$ cat src/rtl/md5_pkg.sv
`timescale 1ns / 1ps
// ----------------------------------------------------------------------------
// md5_pkg: shared types, constants and round helpers
// Initial chaining values, the per-round additive constants, shift amounts
// and message word schedule of the MD5 compression.
// ----------------------------------------------------------------------------
package md5_pkg;

  localparam logic [31:0] INIT_A = 32'h67452301;
  localparam logic [31:0] INIT_B = 32'hefcdab89;
  localparam logic [31:0] INIT_C = 32'h98badcfe;
  localparam logic [31:0] INIT_D = 32'h10325476;

  localparam logic [7:0]  PAD_BYTE  = 8'h80;
  localparam logic [5:0]  LEN_START = 6'd56;

  typedef struct packed {
    logic [31:0] a;
    logic [31:0] b;
    logic [31:0] c;
    logic [31:0] d;
  } md5_work_t;

  localparam logic [31:0] MD5_K [64] = '{
    32'hd76aa478, 32'he8c7b756, 32'h242070db, 32'hc1bdceee,
    32'hf57c0faf, 32'h4787c62a, 32'ha8304613, 32'hfd469501,
    32'h698098d8, 32'h8b44f7af, 32'hffff5bb1, 32'h895cd7be,
    32'h6b901122, 32'hfd987193, 32'ha679438e, 32'h49b40821,
    32'hf61e2562, 32'hc040b340, 32'h265e5a51, 32'he9b6c7aa,
    32'hd62f105d, 32'h02441453, 32'hd8a1e681, 32'he7d3fbc8,
    32'h21e1cde6, 32'hc33707d6, 32'hf4d50d87, 32'h455a14ed,
    32'ha9e3e905, 32'hfcefa3f8, 32'h676f02d9, 32'h8d2a4c8a,
    32'hfffa3942, 32'h8771f681, 32'h6d9d6122, 32'hfde5380c,
    32'ha4beea44, 32'h4bdecfa9, 32'hf6bb4b60, 32'hbebfbc70,
    32'h289b7ec6, 32'heaa127fa, 32'hd4ef3085, 32'h04881d05,
    32'hd9d4d039, 32'he6db99e5, 32'h1fa27cf8, 32'hc4ac5665,
    32'hf4292244, 32'h432aff97, 32'hab9423a7, 32'hfc93a039,
    32'h655b59c3, 32'h8f0ccc92, 32'hffeff47d, 32'h85845dd1,
    32'h6fa87e4f, 32'hfe2ce6e0, 32'ha3014314, 32'h4e0811a1,
    32'hf7537e82, 32'hbd3af235, 32'h2ad7d2bb, 32'heb86d391
  };

  // Message word used by a round: depends on the round group.
  function automatic logic [3:0] md5_msg_idx(logic [5:0] rnd);
    logic [3:0] r4;
    r4 = rnd[3:0];
    case (rnd[5:4])
      2'd0:    md5_msg_idx = r4;
      2'd1:    md5_msg_idx = 4'((r4 << 2) + r4 + 4'd1);
      2'd2:    md5_msg_idx = 4'((r4 << 1) + r4 + 4'd5);
      default: md5_msg_idx = 4'((r4 << 3) - r4);
    endcase
  endfunction

  function automatic logic [4:0] md5_shift(logic [5:0] rnd);
    case ({rnd[5:4], rnd[1:0]})
      4'd0:    md5_shift = 5'd7;
      4'd1:    md5_shift = 5'd12;
      4'd2:    md5_shift = 5'd17;
      4'd3:    md5_shift = 5'd22;
      4'd4:    md5_shift = 5'd5;
      4'd5:    md5_shift = 5'd9;
      4'd6:    md5_shift = 5'd14;
      4'd7:    md5_shift = 5'd20;
      4'd8:    md5_shift = 5'd4;
      4'd9:    md5_shift = 5'd11;
      4'd10:   md5_shift = 5'd16;
      4'd11:   md5_shift = 5'd23;
      4'd12:   md5_shift = 5'd6;
      4'd13:   md5_shift = 5'd10;
      4'd14:   md5_shift = 5'd15;
      default: md5_shift = 5'd21;
    endcase
  endfunction

  function automatic logic [31:0] md5_rotl(logic [31:0] v, logic [4:0] s);
    logic [63:0] t;
    t = {v, v} << s;
    return t[63:32];
  endfunction

  function automatic logic [31:0] md5_bswap(logic [31:0] v);
    return {v[7:0], v[15:8], v[23:16], v[31:24]};
  endfunction

endpackage

$ cat src/rtl/md5_stream_if.sv
`timescale 1ns / 1ps
// ----------------------------------------------------------------------------
// md5_stream_if: message and digest channels
// Valid/ready channels; a beat moves when valid and ready are both high.
// ----------------------------------------------------------------------------
interface md5_in_if;
  logic       valid;
  logic       ready;
  logic [7:0] msg_byte;
  logic       byte_valid;
  logic       msg_last;

  modport source (output valid, output msg_byte, output byte_valid,
                  output msg_last, input ready);
  modport sink   (input valid, input msg_byte, input byte_valid,
                  input msg_last, output ready);
endinterface

interface md5_out_if;
  logic        valid;
  logic        ready;
  logic [31:0] digest_word;
  logic [1:0]  word_index;
  logic        digest_last;

  modport source (output valid, output digest_word, output word_index,
                  output digest_last, input ready);
  modport sink   (input valid, input digest_word, input word_index,
                  input digest_last, output ready);
endinterface

$ cat src/rtl/md5_stream_hasher_top.sv
`timescale 1ns / 1ps
// ----------------------------------------------------------------------------
// md5_stream_hasher_top: streaming MD5 digest engine
// Byte stream in, four byte-swapped digest words out per message.
// ----------------------------------------------------------------------------
// The block takes one message byte per beat and packs four bytes into each
// word of a 16-word block RAM. The beat that fills a block starts a
// compression (load the working values and issue the first RAM read, then
// 64 rounds at one round per cycle fed by the registered RAM read port, then
// fold the result into the chaining values), during which no beat is taken.
// A beat with msg_last set adds the padding: one to sixteen RAM word writes
// and a compression; when eight bytes or fewer remain in the block, a second
// block of sixteen RAM writes and another compression follow. Four digest
// beats then follow, word A first, digest_last on word D; after the last one
// the chaining values return to the initial constants and the next message
// may start. A beat with byte_valid low and msg_last high ends the message
// with the bytes taken so far; with both low it is taken and ignored.
// ----------------------------------------------------------------------------
module md5_stream_hasher_top (
  input  logic      clk,
  input  logic      rst_n,
  md5_in_if.sink    in_ch,
  md5_out_if.source out_ch
);
  import md5_pkg::*;

  localparam logic [2:0] S_IDLE = 3'd0;  // take byte beats
  localparam logic [2:0] S_PAD0 = 3'd1;  // write the word holding 0x80
  localparam logic [2:0] S_PADF = 3'd2;  // write zero or length words
  localparam logic [2:0] S_CPRE = 3'd3;  // load working values
  localparam logic [2:0] S_CRND = 3'd4;  // 64 rounds
  localparam logic [2:0] S_CADD = 3'd5;  // fold into chaining values
  localparam logic [2:0] S_OUT  = 3'd6;  // four digest beats

  logic [2:0]  state_r,     state_nxt;
  logic [5:0]  pos_r,       pos_nxt;
  logic [63:0] msg_r,       msg_nxt;
  logic [23:0] acc_r,       acc_nxt;
  md5_work_t   chain_r,     chain_nxt;
  md5_work_t   work_r,      work_nxt;
  logic [5:0]  rnd_r,       rnd_nxt;
  logic [3:0]  pw_r,        pw_nxt;
  logic        last_pend_r, last_pend_nxt;
  logic        pad_r,       pad_nxt;
  logic        xtra_r,      xtra_nxt;
  logic [1:0]  oidx_r,      oidx_nxt;

  logic        in_beat;
  logic        out_beat;
  logic        ram_we;
  logic [3:0]  ram_waddr;
  logic [31:0] ram_wdata;
  logic [3:0]  ram_raddr;
  logic [31:0] ram_rdata;
  md5_work_t   round_out;
  logic [63:0] bit_len;
  logic [31:0] pad_word;
  logic [31:0] out_word;

  assign in_beat  = in_ch.valid && in_ch.ready;
  assign out_beat = out_ch.valid && out_ch.ready;
  assign bit_len  = {msg_r[60:0], 3'b000};

  // Word that carries the 0x80 marker: bytes taken so far stay below it.
  always_comb begin
    case (pos_r[1:0])
      2'd0:    pad_word = {24'h0, PAD_BYTE};
      2'd1:    pad_word = {16'h0, PAD_BYTE, acc_r[7:0]};
      2'd2:    pad_word = {8'h0, PAD_BYTE, acc_r[15:0]};
      default: pad_word = {PAD_BYTE, acc_r[23:0]};
    endcase
  end

  // Issue the read in the cycle before the round that consumes it.
  assign ram_raddr = (state_r == S_CPRE) ? md5_msg_idx(6'd0) : md5_msg_idx(rnd_r + 6'd1);

  md5_blk_ram u_ram (
    .clk   (clk),
    .we    (ram_we),
    .waddr (ram_waddr),
    .wdata (ram_wdata),
    .raddr (ram_raddr),
    .rdata (ram_rdata)
  );

  md5_round u_round (
    .work_i (work_r),
    .m_word (ram_rdata),
    .rnd    (rnd_r),
    .work_o (round_out)
  );

  always_comb begin
    state_nxt     = state_r;
    pos_nxt       = pos_r;
    msg_nxt       = msg_r;
    acc_nxt       = acc_r;
    chain_nxt     = chain_r;
    work_nxt      = work_r;
    rnd_nxt       = rnd_r;
    pw_nxt        = pw_r;
    last_pend_nxt = last_pend_r;
    pad_nxt       = pad_r;
    xtra_nxt      = xtra_r;
    oidx_nxt      = oidx_r;
    ram_we        = 1'b0;
    ram_waddr     = pos_r[5:2];
    ram_wdata     = {in_ch.msg_byte, acc_r};

    case (state_r)
      S_IDLE: begin
        if (in_beat) begin
          if (in_ch.byte_valid) begin
            // Pack the byte; flush the word on its fourth byte.
            case (pos_r[1:0])
              2'd0:    acc_nxt[7:0]   = in_ch.msg_byte;
              2'd1:    acc_nxt[15:8]  = in_ch.msg_byte;
              2'd2:    acc_nxt[23:16] = in_ch.msg_byte;
              default: ram_we = 1'b1;
            endcase
            pos_nxt = pos_r + 6'd1;
            msg_nxt = msg_r + 64'd1;
            if (pos_r == 6'd63) begin
              last_pend_nxt = in_ch.msg_last;
              state_nxt     = S_CPRE;
            end else if (in_ch.msg_last) begin
              state_nxt = S_PAD0;
            end
          end else if (in_ch.msg_last) begin
            state_nxt = S_PAD0;
          end
        end
      end

      S_PAD0: begin
        ram_we    = 1'b1;
        ram_waddr = pos_r[5:2];
        ram_wdata = pad_word;
        pad_nxt   = 1'b1;
        // Too little room for the length: it goes into a second block.
        xtra_nxt  = (pos_r >= LEN_START);
        if (pos_r[5:2] == 4'd15) begin
          state_nxt = S_CPRE;
        end else begin
          pw_nxt    = pos_r[5:2] + 4'd1;
          state_nxt = S_PADF;
        end
      end

      S_PADF: begin
        ram_we    = 1'b1;
        ram_waddr = pw_r;
        if (!xtra_r && pw_r == 4'd14) begin
          ram_wdata = bit_len[31:0];
        end else if (!xtra_r && pw_r == 4'd15) begin
          ram_wdata = bit_len[63:32];
        end else begin
          ram_wdata = 32'h0;
        end
        if (pw_r == 4'd15) begin
          state_nxt = S_CPRE;
        end else begin
          pw_nxt = pw_r + 4'd1;
        end
      end

      S_CPRE: begin
        work_nxt  = chain_r;
        rnd_nxt   = 6'd0;
        state_nxt = S_CRND;
      end

      S_CRND: begin
        work_nxt = round_out;
        if (rnd_r == 6'd63) begin
          state_nxt = S_CADD;
        end else begin
          rnd_nxt = rnd_r + 6'd1;
        end
      end

      S_CADD: begin
        chain_nxt.a = chain_r.a + work_r.a;
        chain_nxt.b = chain_r.b + work_r.b;
        chain_nxt.c = chain_r.c + work_r.c;
        chain_nxt.d = chain_r.d + work_r.d;
        if (last_pend_r) begin
          last_pend_nxt = 1'b0;
          state_nxt     = S_PAD0;
        end else if (pad_r && xtra_r) begin
          xtra_nxt  = 1'b0;
          pw_nxt    = 4'd0;
          state_nxt = S_PADF;
        end else if (pad_r) begin
          oidx_nxt  = 2'd0;
          state_nxt = S_OUT;
        end else begin
          state_nxt = S_IDLE;
        end
      end

      S_OUT: begin
        if (out_beat) begin
          oidx_nxt = oidx_r + 2'd1;
          if (oidx_r == 2'd3) begin
            // Digest delivered: restart from the initial chaining values.
            chain_nxt = '{a: INIT_A, b: INIT_B, c: INIT_C, d: INIT_D};
            pos_nxt   = 6'd0;
            msg_nxt   = 64'd0;
            pad_nxt   = 1'b0;
            xtra_nxt  = 1'b0;
            rnd_nxt   = 6'd0;
            state_nxt = S_IDLE;
          end
        end
      end

      default: begin
        state_nxt = S_IDLE;
      end
    endcase
  end

  always_ff @(posedge clk) begin
    if (!rst_n) begin
      state_r     <= S_IDLE;
      pos_r       <= 6'd0;
      msg_r       <= 64'd0;
      chain_r     <= '{a: INIT_A, b: INIT_B, c: INIT_C, d: INIT_D};
      rnd_r       <= 6'd0;
      pw_r        <= 4'd0;
      last_pend_r <= 1'b0;
      pad_r       <= 1'b0;
      xtra_r      <= 1'b0;
      oidx_r      <= 2'd0;
    end else begin
      state_r     <= state_nxt;
      pos_r       <= pos_nxt;
      msg_r       <= msg_nxt;
      chain_r     <= chain_nxt;
      rnd_r       <= rnd_nxt;
      pw_r        <= pw_nxt;
      last_pend_r <= last_pend_nxt;
      pad_r       <= pad_nxt;
      xtra_r      <= xtra_nxt;
      oidx_r      <= oidx_nxt;
    end
  end

  // Payload registers: no reset.
  always_ff @(posedge clk) begin
    acc_r  <= acc_nxt;
    work_r <= work_nxt;
  end

  always_comb begin
    case (oidx_r)
      2'd0:    out_word = chain_r.a;
      2'd1:    out_word = chain_r.b;
      2'd2:    out_word = chain_r.c;
      default: out_word = chain_r.d;
    endcase
  end

  assign in_ch.ready        = (state_r == S_IDLE);
  assign out_ch.valid       = (state_r == S_OUT);
  assign out_ch.digest_word = md5_bswap(out_word);
  assign out_ch.word_index  = oidx_r;
  assign out_ch.digest_last = (oidx_r == 2'd3);

  // Input and digest sides never open together.
  a_no_overlap: assert property (@(posedge clk) disable iff (!rst_n)
    !(in_ch.ready && out_ch.valid))
    else $error("input ready while digest pending");

  // Block RAM holds still while rounds read it.
  a_no_write_in_rounds: assert property (@(posedge clk) disable iff (!rst_n)
    (state_r == S_CRND) |-> !ram_we)
    else $error("block RAM written during rounds");

  // Rounds always start from round zero.
  a_round_start: assert property (@(posedge clk) disable iff (!rst_n)
    (state_r == S_CPRE) |=> (state_r == S_CRND && rnd_r == 6'd0))
    else $error("compression did not start at round zero");

  // After the final digest beat the block is back to taking bytes.
  a_back_to_idle: assert property (@(posedge clk) disable iff (!rst_n)
    (out_beat && out_ch.digest_last) |=> (in_ch.ready && pos_r == 6'd0))
    else $error("no return to idle after digest");

endmodule

$ cat src/rtl/md5_blk_ram.sv
`timescale 1ns / 1ps
// ----------------------------------------------------------------------------
// md5_blk_ram: block word store
// Sixteen 32-bit words, one write port and one registered read port.
// ----------------------------------------------------------------------------
module md5_blk_ram (
  input  logic        clk,
  input  logic        we,
  input  logic [3:0]  waddr,
  input  logic [31:0] wdata,
  input  logic [3:0]  raddr,
  output logic [31:0] rdata
);

  logic [31:0] mem [16];

  always_ff @(posedge clk) begin
    if (we) begin
      mem[waddr] <= wdata;
    end
  end

  always_ff @(posedge clk) begin
    rdata <= mem[raddr];
  end

endmodule

$ cat src/rtl/md5_round.sv
`timescale 1ns / 1ps
// ----------------------------------------------------------------------------
// md5_round: one MD5 round step
// Mix the working values with one message word and the round constant.
// ----------------------------------------------------------------------------
module md5_round (
  input  md5_pkg::md5_work_t work_i,
  input  logic [31:0]        m_word,
  input  logic [5:0]         rnd,
  output md5_pkg::md5_work_t work_o
);
  import md5_pkg::*;

  logic [31:0] f;
  logic [31:0] sum;

  always_comb begin
    case (rnd[5:4])
      2'd0:    f = (work_i.b & work_i.c) | (~work_i.b & work_i.d);
      2'd1:    f = (work_i.b & work_i.d) | (work_i.c & ~work_i.d);
      2'd2:    f = work_i.b ^ work_i.c ^ work_i.d;
      default: f = work_i.c ^ (work_i.b | ~work_i.d);
    endcase
  end

  assign sum = f + work_i.a + m_word + MD5_K[rnd];

  always_comb begin
    work_o.a = work_i.d;
    work_o.b = work_i.b + md5_rotl(sum, md5_shift(rnd));
    work_o.c = work_i.b;
    work_o.d = work_i.c;
  end

endmodule

$ cat src/flat_wrapper.sv
// flat-port wrapper written by rule: the top's interface ports become plain ports
module md5_stream_hasher_top_flat import md5_pkg::*;
  (clk, rst_n, in_ch_valid, in_ch_msg_byte, in_ch_byte_valid, in_ch_msg_last, in_ch_ready, out_ch_valid, out_ch_digest_word, out_ch_word_index, out_ch_digest_last, out_ch_ready);
  md5_in_if in_ch_i ();
  md5_out_if out_ch_i ();
  input  logic clk;
  input  logic rst_n;
  input wire logic [$bits(in_ch_i.valid)-1:0] in_ch_valid;
  input wire logic [$bits(in_ch_i.msg_byte)-1:0] in_ch_msg_byte;
  input wire logic [$bits(in_ch_i.byte_valid)-1:0] in_ch_byte_valid;
  input wire logic [$bits(in_ch_i.msg_last)-1:0] in_ch_msg_last;
  output wire logic [$bits(in_ch_i.ready)-1:0] in_ch_ready;
  output wire logic [$bits(out_ch_i.valid)-1:0] out_ch_valid;
  output wire logic [$bits(out_ch_i.digest_word)-1:0] out_ch_digest_word;
  output wire logic [$bits(out_ch_i.word_index)-1:0] out_ch_word_index;
  output wire logic [$bits(out_ch_i.digest_last)-1:0] out_ch_digest_last;
  input wire logic [$bits(out_ch_i.ready)-1:0] out_ch_ready;
  assign in_ch_i.valid = in_ch_valid;
  assign in_ch_i.msg_byte = in_ch_msg_byte;
  assign in_ch_i.byte_valid = in_ch_byte_valid;
  assign in_ch_i.msg_last = in_ch_msg_last;
  assign in_ch_ready = in_ch_i.ready;
  assign out_ch_valid = out_ch_i.valid;
  assign out_ch_digest_word = out_ch_i.digest_word;
  assign out_ch_word_index = out_ch_i.word_index;
  assign out_ch_digest_last = out_ch_i.digest_last;
  assign out_ch_i.ready = out_ch_ready;
  md5_stream_hasher_top u_core (.clk(clk), .rst_n(rst_n), .in_ch(in_ch_i), .out_ch(out_ch_i));
endmodule
$ cat config.mk
export PLATFORM = sky130hd
export DESIGN_NAME = md5_stream_hasher_top_flat
export DESIGN_NICKNAME = d
export VERILOG_FILES = /design/src/rtl/md5_pkg.sv /design/src/rtl/md5_stream_if.sv /design/src/rtl/md5_stream_hasher_top.sv /design/src/rtl/md5_blk_ram.sv /design/src/rtl/md5_round.sv /design/src/flat_wrapper.sv
export SDC_FILE = /design/constraint.sdc
export NUM_CORES = 2
export LEC_CHECK = 0
export BUFFER_PORTS_ARGS = -buffer_cell sky130_fd_sc_hd__buf_2
export CAP_MARGIN = 20
export CORE_ASPECT_RATIO = 1.4
export CORE_MARGIN = 2
export CORE_UTILIZATION = 40
export DETAILED_ROUTE_END_ITERATION = 6
export PLACE_DENSITY = 0.6
export SLEW_MARGIN = 0
export SYNTH_ARGS = -nofsm -noshare
export SYNTH_HDL_FRONTEND = slang
export SYNTH_SLANG_ARGS = --single-unit
$ cat constraint.sdc
create_clock -name clk -period 12.26 [get_ports clk]
set_input_delay 0.613 -clock clk [delete_from_list [all_inputs] [get_ports clk]]
set_output_delay 0.613 -clock clk [all_outputs]
set_load 0.005 [all_outputs]
Word-level counts from Yosys, hierarchy flattened
Memory sizes are Yosys's and may differ from the RTL's. A register that Yosys moved wholly into a read port is not among the register bits.
Index checks and enable logic that the tools add are counted.
W data, S select, Z words.
{"block": "totals", "regBits": 368, "ram_bits": 512, "romBits": 2128, "input_bits": 14, "output_inout_bits": 37, "mem_count": 3}
{"memory": "(name not given)", "words": 64, "word_bits": 32, "read_ports": 1, "rd_ports_with_merged_regs": 0, "write_ports": 0, "line_no": "md5_round.sv:26", "source": "assign sum = f + work_i.a + m_word + MD5_K[rnd];"}
{"memory": "u_core.u_ram.mem", "words": 16, "word_bits": 32, "read_ports": 1, "rd_ports_with_merged_regs": 1, "write_ports": 1, "line_no": "md5_blk_ram.sv:15", "source": "logic [31:0] mem [16];"}
{"memory": "(name not given)", "words": 16, "word_bits": 5, "read_ports": 1, "rd_ports_with_merged_regs": 1, "write_ports": 0, "line_no": "md5_pkg.sv:56", "source": "case ({rnd[5:4], rnd[1:0]})"}
{"block": "op_classes", "addsub": 19, "n_lt_le_gt_ge": 2, "eq_ne": 34, "shift": 1, "mux": 68, "n_bitwise": 13, "reduce_logical": 33}
{"operator": "$pmux W128 S2", "count": 2}
{"operator": "$pmux W32 S3", "count": 3}
{"operator": "$add A32 B32 Y32", "count": 8}
{"operator": "$mux W128", "count": 2}
{"operator": "$mux W64", "count": 4}
{"operator": "$and A32 B32 Y32", "count": 4}
{"operator": "$mux W32", "count": 4}
{"operator": "$pmux W64 S2", "count": 1}
{"operator": "$or A32 B32 Y32", "count": 3}
{"operator": "$xor A32 B32 Y32", "count": 3}
{"operator": "$add A64 B1 Y64 const B", "count": 1}
{"operator": "$not A32 Y32", "count": 2}
{"operator": "$pmux W32 S2", "count": 1}
{"operator": "$shl A64 B5 Y64", "count": 1}
{"operator": "$mux W3", "count": 11}
{"operator": "$mux W4", "count": 8}
{"operator": "$mux W6", "count": 5}
{"operator": "$reduce_and A5 Y1", "count": 5}
{"operator": "$pmux W4 S3", "count": 2}
{"operator": "$pmux W3 S7", "count": 1}
{"operator": "$ne A2 B2 Y1 const B", "count": 10}
{"operator": "$reduce_and A4 Y1", "count": 5}
{"operator": "$pmux W6 S3", "count": 1}
{"operator": "$mux W1", "count": 13}
{"operator": "other kinds (31)", "count": 70}

Longest topological paths before layout
{"block": "logic_depth", "depth_word": 10, "depth_mapped": 41, "depth_no_buf": 38}

Cells and area by module
From an unflattened synthesis, not the netlist that was laid out.
{"block": "hier_totals", "cells_unflattened": 5271, "hier_area_um2": 54812.6}
{"mod": "md5_stream_hasher_top", "instances": 1, "cells_each": 2525, "area_each_um2": 21936.0}
{"mod": "md5_blk_ram", "instances": 1, "cells_each": 838, "area_each_um2": 19854.0}
{"mod": "md5_round", "instances": 1, "cells_each": 1908, "area_each_um2": 13022.5}

Worst setup path before layout
OpenSTA, ideal clock, no wires.
{"block": "synth_path", "path_kind": "flip-flop to flip-flop", "startpoint": "register u_core.rnd_r[0]", "endpoint": "register u_core.work_r[90] in the netlist's numbering, data pin", "setup_ns": 0.257, "t_arrival_ns": 9.124, "required_time_ns": 12.003, "setup_slack_ns": 2.879, "path_stages_with_launch": 40, "path_cell_list": "dfxtp_1 -> clkbuf_1 -> clkinv_1 -> ha_1 -> clkbuf_1 -> nor2_1 -> nor3_1 -> a31oi_1 -> o21ai_0 -> a221oi_1 -> fa_1 -> inv_1 -> fa_1 -> inv_1 -> ha_1 -> inv_1 -> fa_1 -> nand2b_1 -> (+4 left out) -> o211a_1 -> xor2_1 -> mux4_2 -> mux2i_1 -> mux4_2 -> ha_1 -> fa_1 -> a21o_1 -> a21oi_1 -> o21bai_1 -> a2111o_1 -> a21oi_1 -> a2111oi_0 -> o31ai_1 -> a21oi_1 -> a41oi_1 -> mux2i_1 -> nand2_1"}
{"element": "start: declaration", "line_no": "md5_stream_hasher_top.sv:41", "source": "logic [5:0] rnd_r, rnd_nxt;"}
{"element": "start signal: assignment", "line_no": "md5_stream_hasher_top.sv:241", "source": "rnd_r <= rnd_nxt;"}
{"element": "end signal: assignment", "line_no": "md5_stream_hasher_top.sv:253", "source": "work_r <= work_nxt;"}
{"element": "end: declaration", "line_no": "md5_stream_hasher_top.sv:40", "source": "md5_work_t work_r, work_nxt;"}

==> results.tsv <==
metric	value	unit
run status	finished clean	
Slew Limit Headroom	13.4	%
proportion of synthesized flip-flops having asynchronous set or reset	0	%
Post-synth EDFFs	664	
via density per instance	5.95	
num rows	161	
average instance area after synthesis	9.51	um^2
syn nets	6101	
maximum number of pins on one net before global-route repair	154	
part of the cycle the worst path needs	89.1	%
number of ports placed on the die boundary	51	
Root Buffer	sky130_fd_sc_hd__clkbuf_16	
Reg2Reg Setup Slack	1.34	ns
number of distinct library cells after synthesis	95	
adder-cell share of the synthesized area	7.69	%
DIE AREA	0.141	mm^2
arrival time of data at the critical path endpoint	11.49	ns
Fin Clk Skew	0.0479	ns
setup repair after global routing missed its margin	no	
post-CTS setup buffer count	0	
critical path class	flip-flop to flip-flop	
largest stage delay on the critical path	0.81	ns
WHS Path Cells	1	
DPL Wire Length	127	mm
final weighted congestion in routability-driven placement	0.929	
overflow left after global routing	0	
Reg2Reg Depth	35	
critical path's slowest cell	sky130_fd_sc_hd__a2111oi_0	
via count	44992	
XOR/XNOR share of the synthesized area	3.88	%
Hold WC Path Type	input pin to flip-flop	
crit path time final	10.92	ns
final count of hold timing violations	0	
Skew-Pair Late Insertion Delay	0.74	ns
most repeated cell in the gate-level netlist after synthesis	sky130_fd_sc_hd__nand2_1	
routed wire length per instance	24.9	um
count of buffers inserted at the top-level ports	50	
overall global routing resource usage	26.1	%
Starting Density	40.1	%
synthesized-area fraction occupied by ao, oa, aoi and oai cells	19.1	%
detailed-router iteration count before antenna repair	7	
crit end category	flip-flop	
leakage component of the power	21.8	nW
global-route wire length before repair	279	mm
worst-path fanout max	14	
Syn-to-layout area delta	9.77	%
sequential element share of the synthesized area	45.3	%
dominant combinational cell family by area after synthesis	compound AO/OA/AOI/OAI gates	
clock tree from TritonCTS	built	
antenna violations before repair	2	
net count reported at finish	6003	
slew of the pin with the lowest slew margin	1.29	ns
Worst Setup Start Kind	flip-flop	
post-cts gate resize count	0	
htree depth	3	
number of global-route vias before repair	43535	
post-detailed-route count of antenna-violating nets	0	
clock sink count	914	
number of warnings printed during yosys synthesis	0	
number of CTS-inserted buffers	94	
Chip Width	318	um
required time reported for the critical path endpoint	12.83	ns
gate count of the mapped netlist	5791	
detailed-route wire length	188	mm
post-synth design cell area	0.0551	mm^2
IR drop worst, VDD	0.000174	V
Post-Place Cells	7390	
dominant cells by area after synthesis	sky130_fd_sc_hd__edfxtp_1 (36%), sky130_fd_sc_hd__dfxtp_1 (9.1%), sky130_fd_sc_hd__nand2_1 (5.8%), sky130_fd_sc_hd__ha_1 (5.2%), sky130_fd_sc_hd__o21ai_0 (4.8%)	
share of post-route cells with drive strength above 1	8.01	%
register bit count reported by yosys	914	
clock-pin slew on the worst setup and hold paths	0.06	ns
final slew viol count	0	
maximum clock insertion buffer count	3	
# DRC	0	
mux share of post-synthesis cell area	4.82	%
count of maximum capacitance violations	0	
Die H	443	um
hold bufs inserted after CTS	0	
number of endpoints failing setup at the final stage	0	
simple-gate share of the synthesized area	15.0	%
FILL cells	13072	
cell taking the most area after synthesis	sky130_fd_sc_hd__edfxtp_1	
violation count after the first detailed-routing iteration	4030	
leading post-synthesis cells by instance count	sky130_fd_sc_hd__nand2_1 (855), sky130_fd_sc_hd__edfxtp_1 (664), sky130_fd_sc_hd__o21ai_0 (531), sky130_fd_sc_hd__nor2_1 (365), sky130_fd_sc_hd__a21oi_1 (351)	
maximum frequency from static timing analysis	91.6	MHz
placeable core area	0.137	mm^2
Worst path most repeated cell	sky130_fd_sc_hd__inv_1	
number of non-filler instances in the completed layout	7564	
post-synth top area share	36.2	%
final sum of negative setup slack	0	ns
flip-flop cell with the highest count after synthesis	sky130_fd_sc_hd__edfxtp_1	
power density relative to cell area	192	mW/mm^2
## placed cells by master (no fill, tap or decap), drive strengths merged, types with 32 or more instances in the layout
cell    netlist  routed
nand2       855     855
edfxtp      664     664
o21ai       547     547
nor2        365     365
a21oi       357     357
inv         264     268
dfxtp       250     250
ha          228     228
mux2i       174     174
buf          52     153
xnor2       140     140
nand3       127     127
clkbuf      295     123
a211oi      113     113
xor2        104     104
or3         103     103
o211ai      102     102
nor3         93      93
a31oi        90      90
a311oi       78      78
a21o         76      76
fa           68      68
nor2b        57      57
and3         51      51
o22ai        40      40
or2          39      39
nand2b       38      38
clkinv        6      35
and2         34      34
a222oi       32      32
mux4         32      32
## final cells by class
type / instances / area, um^2 / share of cell area (%)
clock inverter: 50 / 548 / 0.907
clock buffer: 123 / 2550 / 4.21
tap: 1793 / 2240 / 3.71
multi-input combinational: 4260 / 28100 / 46.4
antenna: 1 / 2.50 / 0.00414
sequential: 914 / 25000 / 41.3
timing repair buffer: 153 / 1080 / 1.78
inverter: 270 / 1010 / 1.68
## state kept, by name, summed over array words and instances, names as in the netlist, named ones only
| name | count |
|---|---|
| u_core.acc_r | 24 |
| u_core.chain_r | 128 |
| u_core.last_pend_r | 1 |
| u_core.msg_r | 61 |
| u_core.out_ch.word_index | 2 |
| u_core.pad_r | 1 |
| u_core.pos_r | 6 |
| u_core.pw_r | 4 |
| u_core.rnd_r | 6 |
| u_core.state_r | 3 |
| u_core.u_ram.mem | 512 |
| u_core.u_ram.rdata | 32 |
| u_core.work_r | 128 |
| u_core.xtra_r | 1 |
## path summary, 6_finish.rpt
kind,from,end
min,in_ch_msg_byte[5],u_core.acc_r[13]
min reg2reg,u_core.chain_r[29],u_core.chain_r[29]
max reg2reg,u_core.rnd_r[1],u_core.work_r[94]
max,u_core.rnd_r[1],u_core.work_r[94]
## metrics by stage
stage          total power (W)  hold WS (ns)  util, %  area [um^2]  setup slack, ns
6_report                0.0116         0.124     44.1        60400             1.34
5_1_grt                 0.0123         0.116     44.1        60400            0.658
4_1_cts                 0.0116        0.0727     44.1        60400             1.55
3_5_place_dp           0.00868         0.489     41.8        57400             1.63
3_3_place_gp           0.00863         0.474     41.8        57300             1.69
2_1_floorplan          0.00734         0.452        -        55100             2.88
## per-layer routing
metal	track usage [%]	wire, um	vias up
met3	2.99	8550	441
li1	-	-	21028
met1	29.3	71100	22015
met2	47.0	95800	1506
met4	16.7	13000	2
met5	0	12	-
## worst max-delay path: cells and delay by family (launching register included)
family | cells | cell delay, ns
flops | 1 | 0.63
buf+inv | 5 | 0.47
mux | 2 | 1.05
simple gates | 4 | 1.25
compound gates | 18 | 4.97
fa+ha+maj | 6 | 2.40
## logic make-up (layout without fill, tap and decap cells)
group	count (synthesis)	in the layout
and+or+nand+nor	1833	1833
AOI/OAI and AO/OA	1662	1662
DFF	914	914
buffers and inverters	617	596
adders and majority gates	298	298
xor gates and xnor gates	244	244
muxes	223	223
other	0	1
## power breakdown
group | internal [W] | switching (W)
Combinational | 0.00184 | 0.00300
Clock | 0.00165 | 0.00130
Sequential | 0.00371 | 0.000141
Total | 0.00719 | 0.00444
Power figures use the tool's default switching activity.
